**src/sv/case_insensitive_word_marker_defines.svh**
```systemverilog
// assertion macros shared by the word marker modules
// no dependencies; include by bare file name
`ifndef CASE_INSENSITIVE_WORD_MARKER_DEFINES_SVH
`define CASE_INSENSITIVE_WORD_MARKER_DEFINES_SVH

// same-cycle implication, disabled while reset is low
`define CISM_ASSERT_IMP(label, clk_s, rst_s, ante, cons, msg) \
	label: assert property (@(posedge clk_s) disable iff (!(rst_s)) (ante) |-> (cons)) \
		else $error(msg);

// next-cycle implication, disabled while reset is low
`define CISM_ASSERT_NXT(label, clk_s, rst_s, ante, cons, msg) \
	label: assert property (@(posedge clk_s) disable iff (!(rst_s)) (ante) |=> (cons)) \
		else $error(msg);

`endif

```
**src/sv/cism_pkg.sv**
```systemverilog
// shared types, constants and character helpers for the word marker
// no dependencies
package cism_pkg;

	localparam int CHAR_W    = 8;
	localparam int TOTAL_W   = 32;
	localparam int CFG_W     = 64;
	localparam int REG_CHARS = 16;
	localparam int LENREG_W  = 5;
	localparam int CFG_IDX_W = 2;

	localparam logic [CHAR_W-1:0] ASCII_UPPER_A = 8'h41;
	localparam logic [CHAR_W-1:0] ASCII_UPPER_Z = 8'h5A;
	localparam logic [CHAR_W-1:0] ASCII_LOWER_A = 8'h61;
	localparam logic [CHAR_W-1:0] ASCII_LOWER_Z = 8'h7A;
	localparam logic [CHAR_W-1:0] CASE_OFFSET   = 8'h20;

	typedef enum logic [CFG_IDX_W-1:0] {
		CFG_CHARS_LOW  = 2'd0,
		CFG_CHARS_HIGH = 2'd1,
		CFG_WORD_LEN   = 2'd2
	} cfg_idx_t;

	typedef struct packed {
		logic [CHAR_W-1:0] in_char;
		logic              end_of_stream;
	} in_word_t;

	typedef struct packed {
		logic [CHAR_W-1:0]  out_char;
		logic [TOTAL_W-1:0] occurrence_total;
		logic               stream_done;
	} out_word_t;

	function automatic logic [CHAR_W-1:0] fold_lower(input logic [CHAR_W-1:0] c);
		logic [CHAR_W-1:0] r;
		r = c;
		if (c >= ASCII_UPPER_A && c <= ASCII_UPPER_Z) begin
			r = c + CASE_OFFSET;
		end
		return r;
	endfunction

	function automatic logic [CHAR_W-1:0] fold_upper(input logic [CHAR_W-1:0] c);
		logic [CHAR_W-1:0] r;
		r = c;
		if (c >= ASCII_LOWER_A && c <= ASCII_LOWER_Z) begin
			r = c - CASE_OFFSET;
		end
		return r;
	endfunction

endpackage

```
**src/sv/case_insensitive_word_marker.sv**
```systemverilog
// case-insensitive word marker: counts word hits in a byte stream and upper-cases hit bytes
// depends on cism_pkg, cism_match, cism_skid, case_insensitive_word_marker_defines.svh
//
// usage
//  - input channel in_valid/in_stall/in_word carries one text byte per word, with
//    end_of_stream set on the final byte of a stream
//  - output channel out_valid/out_stall/out_word carries delayed bytes, the running
//    hit total and stream_done on the last byte of a flushed stream
//  - configuration: cfg_we writes cfg_data into the register chosen by cfg_index
//    (word characters low, word characters high, word length); write only when idle
//  - bytes are delayed by word length minus one words; every byte inside a hit leaves
//    in upper case, overlapping hits count separately, the total saturates
//  - path: a byte is held in the input stage register, and the word its window step
//    emits is registered in the output buffer before it appears on out_valid
//  - throughput: one word per cycle in steady state while the output buffer has room;
//    the single-pass window step emits at most one result per cycle, so a stream end
//    holds the input until the bytes left in the window after the last byte (at most the
//    word length minus one) are flushed; a shortened length holds it until surplus drains
//  - a stalled output fills a two-entry buffer; once full the window step waits and a
//    held byte keeps the input stalled
//  - reset clears window, total and configuration (word length 1); after stream_done
//    the total restarts from zero
`include "case_insensitive_word_marker_defines.svh"

module case_insensitive_word_marker #(
	parameter int MAX_WORD = 16
) (
	input  logic                                   clk,
	input  logic                                   arst_n,
	input  logic                                   in_valid,
	output logic                                   in_stall,
	input  cism_pkg::in_word_t                     in_word,
	output logic                                   out_valid,
	input  logic                                   out_stall,
	output cism_pkg::out_word_t                    out_word,
	input  logic                                   cfg_we,
	input  logic [cism_pkg::CFG_IDX_W-1:0]         cfg_index,
	input  logic [cism_pkg::CFG_W-1:0]             cfg_data
);

	// window depth: the word can never exceed the character registers
	localparam int WIN   = (MAX_WORD < cism_pkg::REG_CHARS) ? MAX_WORD : cism_pkg::REG_CHARS;
	localparam int LEN_W = $clog2(WIN + 1);

	// configuration registers
	logic [cism_pkg::CFG_W-1:0]    chars_low_q;
	logic [cism_pkg::CFG_W-1:0]    chars_high_q;
	logic [cism_pkg::LENREG_W-1:0] word_len_q;

	// held input word (the stage register in front of the window step)
	logic                          pend_valid_q;
	logic [cism_pkg::CHAR_W-1:0]   pend_char_q;
	logic                          pend_last_q;
	logic                          app_q;   // byte already appended, stream flush running

	// delay window
	logic [WIN-1:0][cism_pkg::CHAR_W-1:0] win_q;
	logic [WIN-1:0]                       mark_q;
	logic [LEN_W-1:0]                     fill_q;
	logic [cism_pkg::TOTAL_W-1:0]         total_q;

	// next-state and step results
	logic [WIN-1:0][cism_pkg::CHAR_W-1:0] win_n;
	logic [WIN-1:0]                       mark_n;
	logic [LEN_W-1:0]                     fill_n;
	logic [cism_pkg::TOTAL_W-1:0]         total_n;
	logic                                 app_n;
	logic                                 emit;
	logic                                 done;
	logic                                 sdone;
	cism_pkg::out_word_t                  emit_word;

	logic [WIN-1:0][cism_pkg::CHAR_W-1:0] cmp_win;
	logic [cism_pkg::LENREG_W-1:0]        len5;
	logic [LEN_W-1:0]                     len;
	logic                                 hit;
	logic                                 skid_full;
	logic                                 in_take;

	// effective length: zero acts as one, clamp to window depth
	always_comb begin
		if (word_len_q == '0) begin
			len5 = cism_pkg::LENREG_W'(1);
		end else if (word_len_q > cism_pkg::LENREG_W'(WIN)) begin
			len5 = cism_pkg::LENREG_W'(WIN);
		end else begin
			len5 = word_len_q;
		end
	end
	assign len = LEN_W'(len5);

	// window as it looks with the held byte appended at the fill point
	always_comb begin
		for (int i = 0; i < WIN; i++) begin
			cmp_win[i] = (LEN_W'(i) == fill_q) ? pend_char_q : win_q[i];
		end
	end

	cism_match #(
		.WIN   (WIN),
		.LEN_W (LEN_W)
	) u_match (
		.window     (cmp_win),
		.word_chars ({chars_high_q, chars_low_q}),
		.len        (len),
		.hit        (hit)
	);

	// one window step per cycle while a byte is held and the output buffer has room, at most one result per step
	always_comb begin
		win_n     = win_q;
		mark_n    = mark_q;
		fill_n    = fill_q;
		total_n   = total_q;
		app_n     = app_q;
		emit      = 1'b0;
		done      = 1'b0;
		sdone     = 1'b0;
		emit_word = '0;
		if (pend_valid_q && !skid_full) begin
			if (!app_q && fill_q >= len) begin
				// length shrank: drain surplus bytes unchecked, old total
				emit = 1'b1;
			end else if (!app_q) begin
				win_n = cmp_win;
				for (int i = 0; i < WIN; i++) begin
					if (LEN_W'(i) == fill_q) begin
						mark_n[i] = 1'b0;
					end
				end
				fill_n = fill_q + 1'b1;
				app_n  = 1'b1;
				if (fill_n == len) begin
					if (hit) begin
						total_n = (total_q == '1) ? total_q : total_q + 1'b1;
						for (int i = 0; i < WIN; i++) begin
							if (LEN_W'(i) < len) begin
								mark_n[i] = 1'b1;
							end
						end
					end
					emit = 1'b1;
				end
			end else begin
				// stream end flush
				emit = 1'b1;
			end

			if (emit) begin
				emit_word.out_char         = mark_n[0] ? cism_pkg::fold_upper(win_n[0])
				                                       : win_n[0];
				emit_word.occurrence_total = total_n;
				for (int i = 0; i < WIN - 1; i++) begin
					win_n[i]  = win_n[i+1];
					mark_n[i] = mark_n[i+1];
				end
				mark_n[WIN-1] = 1'b0;
				fill_n        = fill_n - 1'b1;
			end

			if (app_n) begin
				sdone = pend_last_q && emit && (fill_n == '0);
				done  = !pend_last_q || sdone;
			end
			emit_word.stream_done = sdone;

			if (sdone) begin
				total_n = '0;
			end
			if (done) begin
				app_n = 1'b0;
			end
		end
	end

	assign in_stall = pend_valid_q && !done;
	assign in_take  = in_valid && !in_stall;

	cism_skid u_skid (
		.clk       (clk),
		.arst_n    (arst_n),
		.push      (emit),
		.push_word (emit_word),
		.full      (skid_full),
		.out_valid (out_valid),
		.out_stall (out_stall),
		.out_word  (out_word)
	);

	// payload registers
	always_ff @(posedge clk) begin
		win_q <= win_n;
		if (in_take) begin
			pend_char_q <= in_word.in_char;
			pend_last_q <= in_word.end_of_stream;
		end
	end

	// control state, totals and configuration
	always_ff @(posedge clk or negedge arst_n) begin
		if (!arst_n) begin
			pend_valid_q <= 1'b0;
			app_q        <= 1'b0;
			mark_q       <= '0;
			fill_q       <= '0;
			total_q      <= '0;
			chars_low_q  <= '0;
			chars_high_q <= '0;
			word_len_q   <= cism_pkg::LENREG_W'(1);
		end else begin
			mark_q  <= mark_n;
			fill_q  <= fill_n;
			total_q <= total_n;
			if (in_take) begin
				pend_valid_q <= 1'b1;
				app_q        <= 1'b0;
			end else begin
				app_q <= app_n;
				if (done) begin
					pend_valid_q <= 1'b0;
				end
			end
			if (cfg_we) begin
				unique case (cfg_index)
					cism_pkg::CFG_CHARS_LOW:  chars_low_q  <= cfg_data;
					cism_pkg::CFG_CHARS_HIGH: chars_high_q <= cfg_data;
					cism_pkg::CFG_WORD_LEN:   word_len_q   <= cfg_data[cism_pkg::LENREG_W-1:0];
					default: ;
				endcase
			end
		end
	end

	`CISM_ASSERT_IMP(a_fill_bound, clk, arst_n, 1'b1, fill_q < LEN_W'(WIN), "window fill overrun")
	`CISM_ASSERT_NXT(a_done_clears, clk, arst_n, emit && sdone, ~|{total_q, fill_q}, "no clear at end")
	`CISM_ASSERT_IMP(a_flush_at_end, clk, arst_n, pend_valid_q && app_q, pend_last_q, "stray flush")

endmodule

```
**src/sv/cism_match.sv**
```systemverilog
// parallel case-folded compare of the window against the word, up to the word length
// depends on cism_pkg
module cism_match #(
	parameter int WIN   = 16,
	parameter int LEN_W = 5
) (
	input  logic [WIN-1:0][cism_pkg::CHAR_W-1:0]                   window,
	input  logic [cism_pkg::REG_CHARS-1:0][cism_pkg::CHAR_W-1:0]   word_chars,
	input  logic [LEN_W-1:0]                                       len,
	output logic                                                   hit
);

	logic [WIN-1:0] eq;

	always_comb begin
		for (int i = 0; i < WIN; i++) begin
			// positions past the word length always agree
			eq[i] = (LEN_W'(i) >= len) ||
				(cism_pkg::fold_lower(window[i]) == cism_pkg::fold_lower(word_chars[i]));
		end
	end

	assign hit = &eq;

endmodule

```
**src/sv/cism_skid.sv**
```systemverilog
// two-entry output buffer that decouples result stall from the datapath
// depends on cism_pkg and case_insensitive_word_marker_defines.svh
`include "case_insensitive_word_marker_defines.svh"

module cism_skid (
	input  logic                 clk,
	input  logic                 arst_n,
	input  logic                 push,
	input  cism_pkg::out_word_t  push_word,
	output logic                 full,
	output logic                 out_valid,
	input  logic                 out_stall,
	output cism_pkg::out_word_t  out_word
);

	cism_pkg::out_word_t buf_q [2];
	logic       wr_q;
	logic       rd_q;
	logic [1:0] cnt_q;
	logic       pop;

	assign full      = (cnt_q == 2'd2);
	assign out_valid = (cnt_q != 2'd0);
	assign out_word  = buf_q[rd_q];
	assign pop       = out_valid && !out_stall;

	always_ff @(posedge clk) begin
		if (push) begin
			buf_q[wr_q] <= push_word;
		end
	end

	always_ff @(posedge clk or negedge arst_n) begin
		if (!arst_n) begin
			wr_q  <= 1'b0;
			rd_q  <= 1'b0;
			cnt_q <= 2'd0;
		end else begin
			if (push) begin
				wr_q <= !wr_q;
			end
			if (pop) begin
				rd_q <= !rd_q;
			end
			cnt_q <= cnt_q + {1'b0, push} - {1'b0, pop};
		end
	end

	`CISM_ASSERT_IMP(a_no_push_when_full, clk, arst_n, push, !full, "push into full buffer")
	`CISM_ASSERT_IMP(a_count_range, clk, arst_n, 1'b1, cnt_q != 2'd3, "buffer count overrun")

endmodule
```
**config.mk**
```make
export PLATFORM = sky130hd
export DESIGN_NAME = case_insensitive_word_marker
export DESIGN_NICKNAME = d
export VERILOG_FILES = /design/src/sv/cism_pkg.sv /design/src/sv/case_insensitive_word_marker.sv /design/src/sv/cism_match.sv /design/src/sv/cism_skid.sv
export VERILOG_INCLUDE_DIRS = /design/src /design/src/sv
export SDC_FILE = /design/constraint.sdc
export NUM_CORES = 1
export LEC_CHECK = 0
export BUFFER_PORTS_ARGS = -buffer_cell sky130_fd_sc_hd__buf_2
export CORE_UTILIZATION = 57
export CTS_BUF_LIST = sky130_fd_sc_hd__clkbuf_16
export DETAILED_ROUTE_END_ITERATION = 16
export PLACE_DENSITY = 0.82
export SYNTH_ARGS = -nofsm -noshare
export SYNTH_HDL_FRONTEND = slang
export SYNTH_SLANG_ARGS = --single-unit
```
**constraint.sdc**
```tcl
create_clock -name clk -period 5.9 [get_ports clk]
set_clock_uncertainty 0.1 [all_clocks]
set_input_delay 0.59 -clock clk [delete_from_list [all_inputs] [get_ports clk]]
set_output_delay 0.59 -clock clk [all_outputs]
set_load 0.005 [all_outputs]
```
* Yosys cells after proc, flatten, opt, wreduce, memory -nomap -nowiden
Memory sizes are Yosys's and may differ from the RTL's.
Index checks and enable logic that the tools add are counted.
** Cells by class
- Reduce and logical (&&, ||, !) cells :: 76
- Magnitude comparators :: 100
- Equal/unequal tests :: 36
- Add/sub/neg operators :: 38
- Muxes and demuxes :: 126
** Operators by type and width (number)
- 8-bit two-way mux :: 50
- 128-bit two-way mux :: 3
- 8-bit by 7-bit greater-or-equal comparator with 1-bit output (second input constant) :: 33
- 8-bit by 7-bit less-or-equal comparator with 1-bit output (second input constant) :: 33
- 8-bit by 6-bit adder with 8-bit output (second input constant) :: 32
- 32-bit two-way mux :: 6
- 8-bit equality test :: 16
- 120-bit two-way mux :: 1
- 16-bit two-way mux :: 6
- 1-bit two-way mux :: 51
- 41-bit two-way mux :: 1
- 4-bit by 5-bit equality test with 1-bit output (first input constant) :: 8
- 4-bit by 5-bit greater-or-equal comparator with 1-bit output (first input constant) :: 8
- 1-bit logical AND :: 40
- 4-bit by 5-bit less-than comparator with 1-bit output (first input constant) :: 8
- 40-bit two-way mux :: 1
- 5-bit two-way mux :: 7
- 32-bit by 1-bit adder with 32-bit output (second input constant) :: 1
- 32-bit equality test (second input constant) :: 1
- 3-bit by 5-bit equality test with 1-bit output (first input constant) :: 4
- 3-bit by 5-bit greater-or-equal comparator with 1-bit output (first input constant) :: 4
- 3-bit by 5-bit less-than comparator with 1-bit output (first input constant) :: 4
- 1-bit logical OR :: 17
- 16-bit AND reduction :: 1
- other kinds (21) :: 40
** Storage, ports and cells
- Logic and storage cells :: 406
- Bits in writable memories :: 82
- Output and inout bits :: 43
- Memories :: 1
- Register bits :: 329
- Input port bits :: 80
** Memories
- u_skid.buf_q :: depth 2, width 41, read ports 1, clocked after memory_dff 0, write ports 1, line cism_skid.sv:16 : cism_pkg::out_word_t buf_q [2];

* Depth between registers and ports, before layout
Gate-level depths: netlist of run 1.
- Word-level depth :: 21
- Mapped depth :: 21
- Mapped depth without buffers :: 17

* By module
A second synthesis of run 1 with hierarchy kept.
** Second synthesis, totals
- Cell total of the unflattened synthesis :: 2614
- Area total of the unflattened synthesis :: 25954.9 um^2
** By module, submodules not included
- case_insensitive_word_marker :: area an instance 17938.5 um^2, cells each 1793, times used 1, sequential area each 8819.7 um^2
- cism_match :: area an instance 4650.7 um^2, cells each 675, times used 1, sequential area each 0.0 um^2
- cism_skid :: area an instance 3365.7 um^2, cells each 146, times used 1, sequential area each 2562.5 um^2

* Least setup slack after synthesis of run 1
OpenSTA, ideal clock, no wires.
- Kind :: reg-to-reg
- Start :: reg u_skid.cnt_q[1]
- End :: mem u_skid.buf_q[1][0] in the netlist's numbering (enable)
- Clock period less this slack :: 6.479 ns
- Library setup time :: 0.403 ns
- Stages on the path, launching flop included :: 6
- Buffers on the path :: 2
- Required time :: 5.397 ns
- Data arrival time :: 5.977 ns
- Path slack :: -0.579 ns
- Path through :: dfrtp_1 > a21o_1 > clkbuf_1 > clkinv_1 > clkbuf_1 > and3_1
** On the way
- Cells in the longest elaborated chain, start to end :: 6
** RTL lines
- start, declared :: line cism_skid.sv:19 : logic [1:0] cnt_q;
- start signal, assigned :: line cism_skid.sv:45 : cnt_q <= cnt_q + {1'b0, push} - {1'b0, pop};
- 2-bit equality test :: line cism_skid.sv:22 : assign full = (cnt_q == 2'd2);
- 1-bit zero test :: line case_insensitive_word_marker.sv:120 : if (pend_valid_q && !skid_full) begin
- 1-bit logical AND :: line case_insensitive_word_marker.sv:120
- 1-bit two-way mux :: line case_insensitive_word_marker.sv:120
- 1-bit two-way mux :: line cism_skid.sv:28 : if (push) begin
- 1-bit two-way mux (implied by the code) :: line cism_skid.sv:29 : buf_q[wr_q] <= push_word;
- end, declared :: line cism_skid.sv:16
No other way between the ends.

==> results.json, run 1 <==
{
  "max-cap-violations": 0,
  "drt_drc_violations_left": 0,
  "post_synth_and_or_nand_nor_area_fraction_pct": 17.5,
  "synth_top_family_by_area": "simple AND/OR/NAND/NOR gates",
  "cts.path.max_buffers": 3,
  "antenna_found_initial": 0,
  "die_height_um": 215,
  "place.detailed.hpwl_um": 52100,
  "leakage_nw": 11.4,
  "fillerInstances": 3548,
  "yosysWarnings": 0,
  "first_global_vias": 21600,
  "routed-via-count": 22200,
  "cp_data_arrival_time_ns": 5.97,
  "final_net_count": 2852,
  "core.rowCount": 77,
  "ctsRootBufferMaster": "clkbuf_16",
  "port-buffer-count": 122,
  "design_power_total_mw": 16.1,
  "final_min_period_over_clock_period_pct": 96.2,
  "floorplan.initialDensity_pct": 58.2,
  "postSynthCellCount": 2664,
  "synth.area.mux_share_pct": 13.2,
  "pre_antenna_drt_iters": 6,
  "fp.dieW_um": 215,
  "slowest_cell_delay_on_critical_path_ns": 0.68,
  "tritoncts.num_buffers": 45,
  "outcome": "completed",
  "worst_slew_margin_rel_pct": 30.6,
  "maxSlewViolCount": 0,
  "first_iter_violations": 3034,
  "required_time_of_the_critical_path_ns": 6.20,
  "crit_path_max_fanout": 99,
  "gp_congestion": 0.971,
  "cp.buffers_inverters": 3,
  "synth_flop_cell": "edfxtp_1",
  "wl_per_cell_um": 22.7,
  "post_synth_adder_cell_area_pct": 2.22,
  "floorplan.die_area_um2": 46300,
  "ys_types": 90,
  "design.core.area_um2": 44500,
  "critPathKind": "reg -> reg",
  "post_synthesis_compound_gate_area_fraction_pct": 14.5,
  "postRouteAntennaNets": 0,
  "timing.critical_path.to_type": "flop",
  "ys_seq_area_share_pct": 43.9,
  "n_antenna_cell": 0,
  "avgViaCountPerCell": 6.63,
  "f_max_ghz": 0.176,
  "cp_cell_sequence": "inv_1 > ha_1 > and4bb_2 > mux2i_4 > inv_1 > ha_1 > o41ai_1 > xor2_1 > a311oi_1 > o221ai_1 > a2111oi_4 > nand3_4 > buf_12 > or3_1 > a21oi_1",
  "critical-path-top-delay-family": "compound AO/OA/AOI/OAI gates",
  "postSynth.asyncResetShare_pct": 46.7,
  "timing.setup.tns_ns": 0,
  "synth_xor_area_share_pct": 5.20,
  "worst_slew_pin_slew_ns": 1.04,
  "synthesis.nets": 2790,
  "finalSetupViolCount": 0,
  "utilization_pct": 64.2,
  "cts-htree-levels": 2,
  "power-per-cell-area_nw_per_um2": 563,
  "finalHoldViolations": 0,
  "grt_setup_unrepaired": "no",
  "grt_overflow": 0,
  "synth_enable_flop_cells": 219,
  "wirelength_um": 76200,
  "worst-r2r-setup-slack_ns": 0.23,
  "cts.sinks": 411,
  "cp_launch_type": "flop",
  "synth-seq-cells": 411,
  "worst_ir_drop_vdd_mv": 0.630,
  "worstSkewPairLatency_ns": 0.58,
  "area_growth_pct": 10.3,
  "worst_path_max_delay_cell": "a2111oi_4",
  "period_minus_slack_ns": 5.67,
  "syn_area_per_cell_um2": 9.73,
  "boundaryPins": 123,
  "cts.clk_slew.worst_paths_ns": 0.06,
  "layout-drive-gt1-share_pct": 17.9,
  "netlist_area_um2": 25900,
  "cts_tree": "done",
  "grt_pass1_wl_um": 120000,
  "hold_path_class": "in -> reg",
  "largest_net_degree_at_the_start_of_global_routing": 232,
  "cts_setup_buffers": 0,
  "gr-usage-all-layers_pct": 32.6
}
stage by stage:
step           cells  cell area [um^2]  worst slack, ns  hold WS [ns]
4_1_cts         3351             28600            0.193        0.0624
3_3_place_gp    3270             27100            0.303         0.377
6_report        3351             28600            0.225        0.0897
5_1_grt         3351             28600           0.0274        0.0754
2_1_floorplan   2664             25900            0.953         0.194
3_5_place_dp    3270             27100            0.231         0.386
path summary, 6_finish.rpt:
kind,startpoint,end,cells past startpoint
max,fill_q[0]$_DFFE_PN0P_,u_skid.buf_q[0][16]$_DFFE_PP_,15
min,in_word[3],pend_char_q[2]$_DFFE_PP_,1
max reg2reg,fill_q[0]$_DFFE_PN0P_,u_skid.buf_q[0][16]$_DFFE_PP_,15
min reg2reg,u_skid.cnt_q[1]$_DFF_PN0_,u_skid.cnt_q[1]$_DFF_PN0_,1
max in group asynchronous,arst_n,u_skid.rd_q$_DFFE_PN0P_,3
min in group asynchronous,arst_n,chars_low_q[52]$_DFFE_PN0P_,2
report_power, final:
group          switching (mW)  internal [mW]  total, mW
registers               0.983           4.61       5.59
clock network            1.20           1.64       2.84
logic                    4.80           2.85       7.65
total                    6.98           9.11       16.1
layout by cell type, fill, tap and decap left out, types with 12 or more instances in the layout:
cell	n
nor2_1	135
a21oi_1	136
nor4_1	27
edfxtp_1	219
o21bai_1	16
and2_1	16
nor3_1	54
mux2i_1	100
ha_1	46
dfrtp_1	190
and3_1	17
or4_1	48
a21o_1	14
nand2_1	408
a31oi_1	16
o211ai_1	37
buf_2	121
inv_1	72
nand2b_1	12
o22ai_1	12
xnor2_1	97
mux2_2	210
buf_4	51
nand4_1	22
clkbuf_16	48
xor2_1	44
a32oi_1	17
or3_1	44
o21ai_0	229
nand3_1	72
layout make-up:
cell class              count  area, um^2  share of cell area [%]
clock buffers              48        1200                    4.20
multi-input cells        2026       13700                    47.8
flip-flops and latches    411       11400                    39.8
repair buffers            177        1070                    3.75
clock inverters            32         267                   0.933
well taps                 592         741                    2.59
inverters                  65         249                   0.871
worst register-to-register path, stage by stage (launching register included):
cell       delay (ns)
dfrtp_1          0.53
inv_1            0.25
ha_1             0.32
and4bb_2         0.52
mux2i_4          0.35
inv_1            0.12
ha_1             0.31
o41ai_1          0.56
xor2_1           0.17
a311oi_1         0.32
o221ai_1         0.25
a2111oi_4        0.68
nand3_4          0.14
buf_12           0.23
or3_1            0.47
a21oi_1          0.22
kinds of logic after synthesis:
family,count (synthesis)
multiplexers,312
adder cells (fa/ha/maj),46
buffers and inverters,227
AO/OA/AOI/OAI,598
XOR/XNOR,146
AND/OR/NAND/NOR,924
flip-flops,411
cell usage after synthesis, types with 9 or more instances:
cell type / instances / area, um^2
or4_1: 48 / 360
mux2_2: 210 / 2360
buf_1: 16 / 60.1
a21oi_1: 136 / 681
a32oi_1: 17 / 149
xnor2_1: 97 / 850
nand4_1: 22 / 138
or3_1: 44 / 275
nor3_1: 54 / 270
o31ai_1: 10 / 75.1
nand2_1: 408 / 1530
xor2_1: 44 / 385
and3_1: 18 / 113
edfxtp_1: 219 / 6580
a31oi_1: 16 / 100
and2_1: 16 / 100
nand3_1: 72 / 360
nor2_1: 136 / 510
o21bai_1: 16 / 120
inv_1: 63 / 236
o21ai_0: 229 / 1150
o22ai_1: 12 / 75.1
mux2i_1: 100 / 1000
clkbuf_1: 116 / 435
buf_2: 22 / 110
nand2b_1: 12 / 75.1
nor4_1: 27 / 169
a211oi_1: 9 / 67.6
a21o_1: 14 / 105
o211ai_1: 37 / 278
dfrtp_1: 191 / 4780
ha_1: 46 / 576
routing by layer:
layer	share of wire, %	GRT usage, %	vias up
met1	38	41.7	10700
met3	9.1	5.15	306
met5	0	0	-
met2	47	53.8	1317
met4	5.5	16.4	0
li1	-	-	9933
state kept, by name, summed over array words and instances, names as in the netlist:
name / flops
pend_valid_q: 1
win_q: 128
u_skid.rd_q: 1
mark_q: 16
chars_high_q: 64
word_len_q: 5
app_q: 1
u_skid.cnt_q: 2
pend_last_q: 1
total_q: 32
fill_q: 5
pend_char_q: 8
chars_low_q: 64
u_skid.wr_q: 1
u_skid.buf_q: 82
timing repair:
item,CTS,global route
endpoints found under the hold margin,25,0
resized for setup,0,2
setup endpoints to repair,0,97
hold buffers,1,0
Note: power is estimated with default switching activity, not from simulation.
==> run 2, diff against run 1 <==
--- a/config.mk
+++ b/config.mk
@@ -6,11 +6,13 @@
 export SDC_FILE = /design/constraint.sdc
 export NUM_CORES = 1
 export LEC_CHECK = 0
+export ABC_AREA = 1
 export BUFFER_PORTS_ARGS = -buffer_cell sky130_fd_sc_hd__buf_2
 export CORE_UTILIZATION = 57
 export CTS_BUF_LIST = sky130_fd_sc_hd__clkbuf_16
 export DETAILED_ROUTE_END_ITERATION = 16
-export PLACE_DENSITY = 0.82
+export PLACE_DENSITY_LB_ADDON = 0.1
 export SYNTH_ARGS = -nofsm -noshare
 export SYNTH_HDL_FRONTEND = slang
 export SYNTH_SLANG_ARGS = --single-unit
+export TNS_END_PERCENT = 100
==> results.json, run 2 <==
{
  "outcome": "completed",
  "cp_cell_sequence": "nand2_4 > nor2_1 > ha_1 > a21oi_1 > o21ai_0 > nor3_1 > nand2_1 > nand2_4 > inv_2 > or2_2 > nor2_1 > nand2_1 > xor2_1 > nand3_1 > nand2_1 > a21oi_1 > buf_2",
  "grt_most_used_layer": "met2",
  "cts-htree-levels": 2,
  "floorplan.initialDensity_pct": 58.2,
  "place.detailed.hpwl_um": 61000,
  "ys_types": 52,
  "final_min_period_over_clock_period_pct": 94.1,
  "worstHoldStart": "in_word[7]",
  "critical-path-top-delay-family": "simple AND/OR/NAND/NOR gates",
  "layout.cells.most_common_list": "nand2_1 (1337), inv_1 (485), o21ai_0 (269), nor2_1 (245), nand3_1 (232)",
  "tritoncts.num_buffers": 47,
  "cp_data_arrival_time_ns": 4.86,
  "worst_slew_pin_slew_ns": 1.22,
  "gp_congestion": 0.994,
  "synthesis.nets": 3781,
  "grt_overflow": 0,
  "top_regs": "win_q (128), u_skid.buf_q (82)",
  "synth.area.top_cells": "edfxtp_1 (25%), nand2_1 (19%), dfrtp_1 (18%), inv_1 (6.8%), o21ai_0 (5.1%)",
  "grt_setup_unrepaired": "no",
  "finalSetupViolCount": 0,
  "port-buffer-count": 122,
  "avgViaCountPerCell": 5.85,
  "wirelength_um": 84900,
  "cp_launch_type": "flop",
  "fp.dieW_um": 218,
  "power-per-cell-area_nw_per_um2": 611,
  "maxSlewViolCount": 0,
  "largest_net_degree_at_the_start_of_global_routing": 147,
  "grt.met3_usage_pct": 5.86,
  "slowest_cell_delay_on_critical_path_ns": 0.89,
  "registers.top_by_ff_count": "win_q",
  "cp.buffers_inverters": 2,
  "layout-drive-gt1-share_pct": 9.13,
  "cts.clk_slew.worst_paths_ns": 0.07,
  "worst_path_max_delay_cell": "dfrtp_1",
  "area_growth_pct": 10.6,
  "yosysWarnings": 0,
  "crit_path_max_fanout": 28,
  "timing.setup.tns_ns": 0,
  "first_global_vias": 23700,
  "floorplan.die_area_um2": 47500,
  "synth_top_area_share_pct": 24.7,
  "grt_pass1_wl_um": 133000,
  "critPathKind": "reg -> out",
  "finalHoldViolations": 0,
  "wl_per_cell_um": 19.4,
  "cts.sinks": 411,
  "ys_seq_area_share_pct": 42.8,
  "post-synth-top-count-cell": "nand2_1",
  "postRouteAntennaNets": 0,
  "clockPowerShare_pct": 17.9,
  "worst_ir_drop_vdd_mv": 0.865,
  "final_net_count": 3855,
  "synth_flop_cell": "edfxtp_1",
  "design.core.area_um2": 45700,
  "r2r-start": "fill_q[3]$_DFFE_PN0P_",
  "min_delay_worst_endpoint": "pend_char_q[6]$_DFFE_PP_",
  "power.switching_mw": 8.69,
  "required_time_of_the_critical_path_ns": 5.21,
  "max-cap-violations": 0,
  "min_delay_path_depth": 1,
  "postSynth.asyncResetShare_pct": 46.7,
  "path_depth_of_the_worst_reg2reg_path": 21,
  "internal_power_mw": 9.28,
  "worst-r2r-setup-slack_ns": 0.49,
  "core.rowCount": 78,
  "final_common_cell": "nand2_1",
  "routed-via-count": 25600,
  "comb_power_share_pct": 52.4,
  "worstSkewPairLatency_ns": 0.61,
  "period_minus_slack_ns": 5.55,
  "cts_tree": "done",
  "boundaryPins": 123,
  "ctsRootBufferMaster": "clkbuf_16",
  "syn_area_per_cell_um2": 7.27,
  "timing.critical_path.to_type": "output port",
  "design_power_total_mw": 18.0,
  "die_height_um": 218,
  "worst_slew_margin_rel_pct": 18.5,
  "yosys-top-cells-count": "nand2_1 (1338), inv_1 (481), o21ai_0 (269)",
  "synth_largest_area_cell": "edfxtp_1",
  "cts.path.max_buffers": 3,
  "pwr-share-seq_pct": 29.6,
  "number_of_flip_flops_in_the_largest_register": 128,
  "synth_enable_flop_cells": 219,
  "power.switching_fraction_pct": 48.4,
  "drt_drc_violations_left": 0,
  "gr-usage-met2_pct": 56.4,
  "hold_path_class": "in -> reg",
  "cts_setup_buffers": 0,
  "f_max_ghz": 0.180,
  "timing.critical_path.mode_cell": "nand2_1",
  "leakage_nw": 14.3,
  "postSynthCellCount": 3655,
  "netlist_area_um2": 26600,
  "synth-seq-cells": 411,
  "pre_antenna_drt_iters": 8,
  "antenna_found_initial": 1,
  "gr-usage-all-layers_pct": 36.0,
  "first_iter_violations": 2829,
  "met1_usage_pct": 49.7,
  "crit-reg2reg-capture": "u_skid.buf_q[0][29]$_DFFE_PP_",
  "fillerInstances": 4085
}
[run 2: cell types whose count changed after synthesis, sizes merged, moves of 73 or more]
cell,delta
inv,+426
o221ai,+86
xnor2,-73
mux2,-210
mux2i,-102
nand3,+168
nor2,+139
o21ai,+106
nand2,+956
a21oi,-113
[run 2: stage by stage]
stage / cell area, um^2 / hold slack (ns) / instances / util (%) / worst slack (ns)
2_1_floorplan: 26600 / 0.194 / 3655 / - / 0.720
3_3_place_gp: 27700 / 0.367 / 4279 / 60.6 / 0.734
3_5_place_dp: 27700 / 0.375 / 4279 / 60.6 / 0.638
4_1_cts: 29400 / 0.0515 / 4368 / 64.3 / 0.375
5_1_grt: 29400 / 0.0599 / 4368 / 64.3 / 0.0560
6_report: 29400 / 0.0781 / 4370 / 64.3 / 0.347
[run 2: timing repair]
item / in CTS / in global routing
setup endpoints to repair: 0 / 0
endpoints found under the hold margin: 76 / 0
hold buffers: 1 / 0
gates resized for setup: 0 / 0
[run 2: kinds of logic after synthesis]
kind of cell               after synthesis  synth area share, %
buffers and inverters                  623                 9.23
and+or+nand+nor                       2007                 32.0
AOI/OAI and AO/OA                      500                 11.6
DFF                                    411                 42.8
xor gates and xnor gates                68                 2.24
adders and majority gates               46                 2.17
[run 2: power by group through the flow]
| stage | sequential, mW | combinational, mW | clock [mW] |
|---|---|---|---|
| 2_1_floorplan | 5.17 | 6.41 | 0 |
| 3_3_place_gp | 5.31 | 8.97 | 0 |
| 3_5_place_dp | 5.34 | 9.16 | 0 |
| 4_1_cts | 5.30 | 9.21 | 3.25 |
| 5_1_grt | 5.41 | 10.4 | 3.36 |
| 6_report | 5.32 | 9.42 | 3.22 |
[run 2: metal layers]
layer | share of wire [%] | vias up
li1 | - | 12000
met1 | 41 | 11900
met2 | 45 | 1369
met3 | 10 | 226
met4 | 4.0 | 0
met5 | 0 | -
[run 2: layout make-up]
class	instances	area, um^2	share of cell area (%)
timing repair buffer	156	902	3.07
multi-input combinational	2621	12800	43.6
tap	600	751	2.55
inverter	492	1850	6.30
sequential	411	11400	38.7
clock inverter	40	492	1.67
antenna	2	5.00	0.0170
clock buffer	48	1200	4.09
[run 2: worst max path at each step]
stage                                    from                            end  slack [ns]  cells after the start
detailed placement      fill_q[2]$_DFFE_PN0P_  u_skid.buf_q[1][29]$_DFFE_PP_        0.64                     21
floorplan           u_skid.cnt_q[1]$_DFF_PN0_          fill_q[4]$_DFFE_PN0P_        0.72                      3
global route        word_len_q[1]$_DFFE_PN0P_                       in_stall        0.06                     20
finish                  fill_q[3]$_DFFE_PN0P_                       in_stall        0.35                     17
global placement        fill_q[2]$_DFFE_PN0P_  u_skid.buf_q[0][21]$_DFFE_PP_        0.73                     19
CTS                     fill_q[2]$_DFFE_PN0P_                       in_stall        0.37                     17
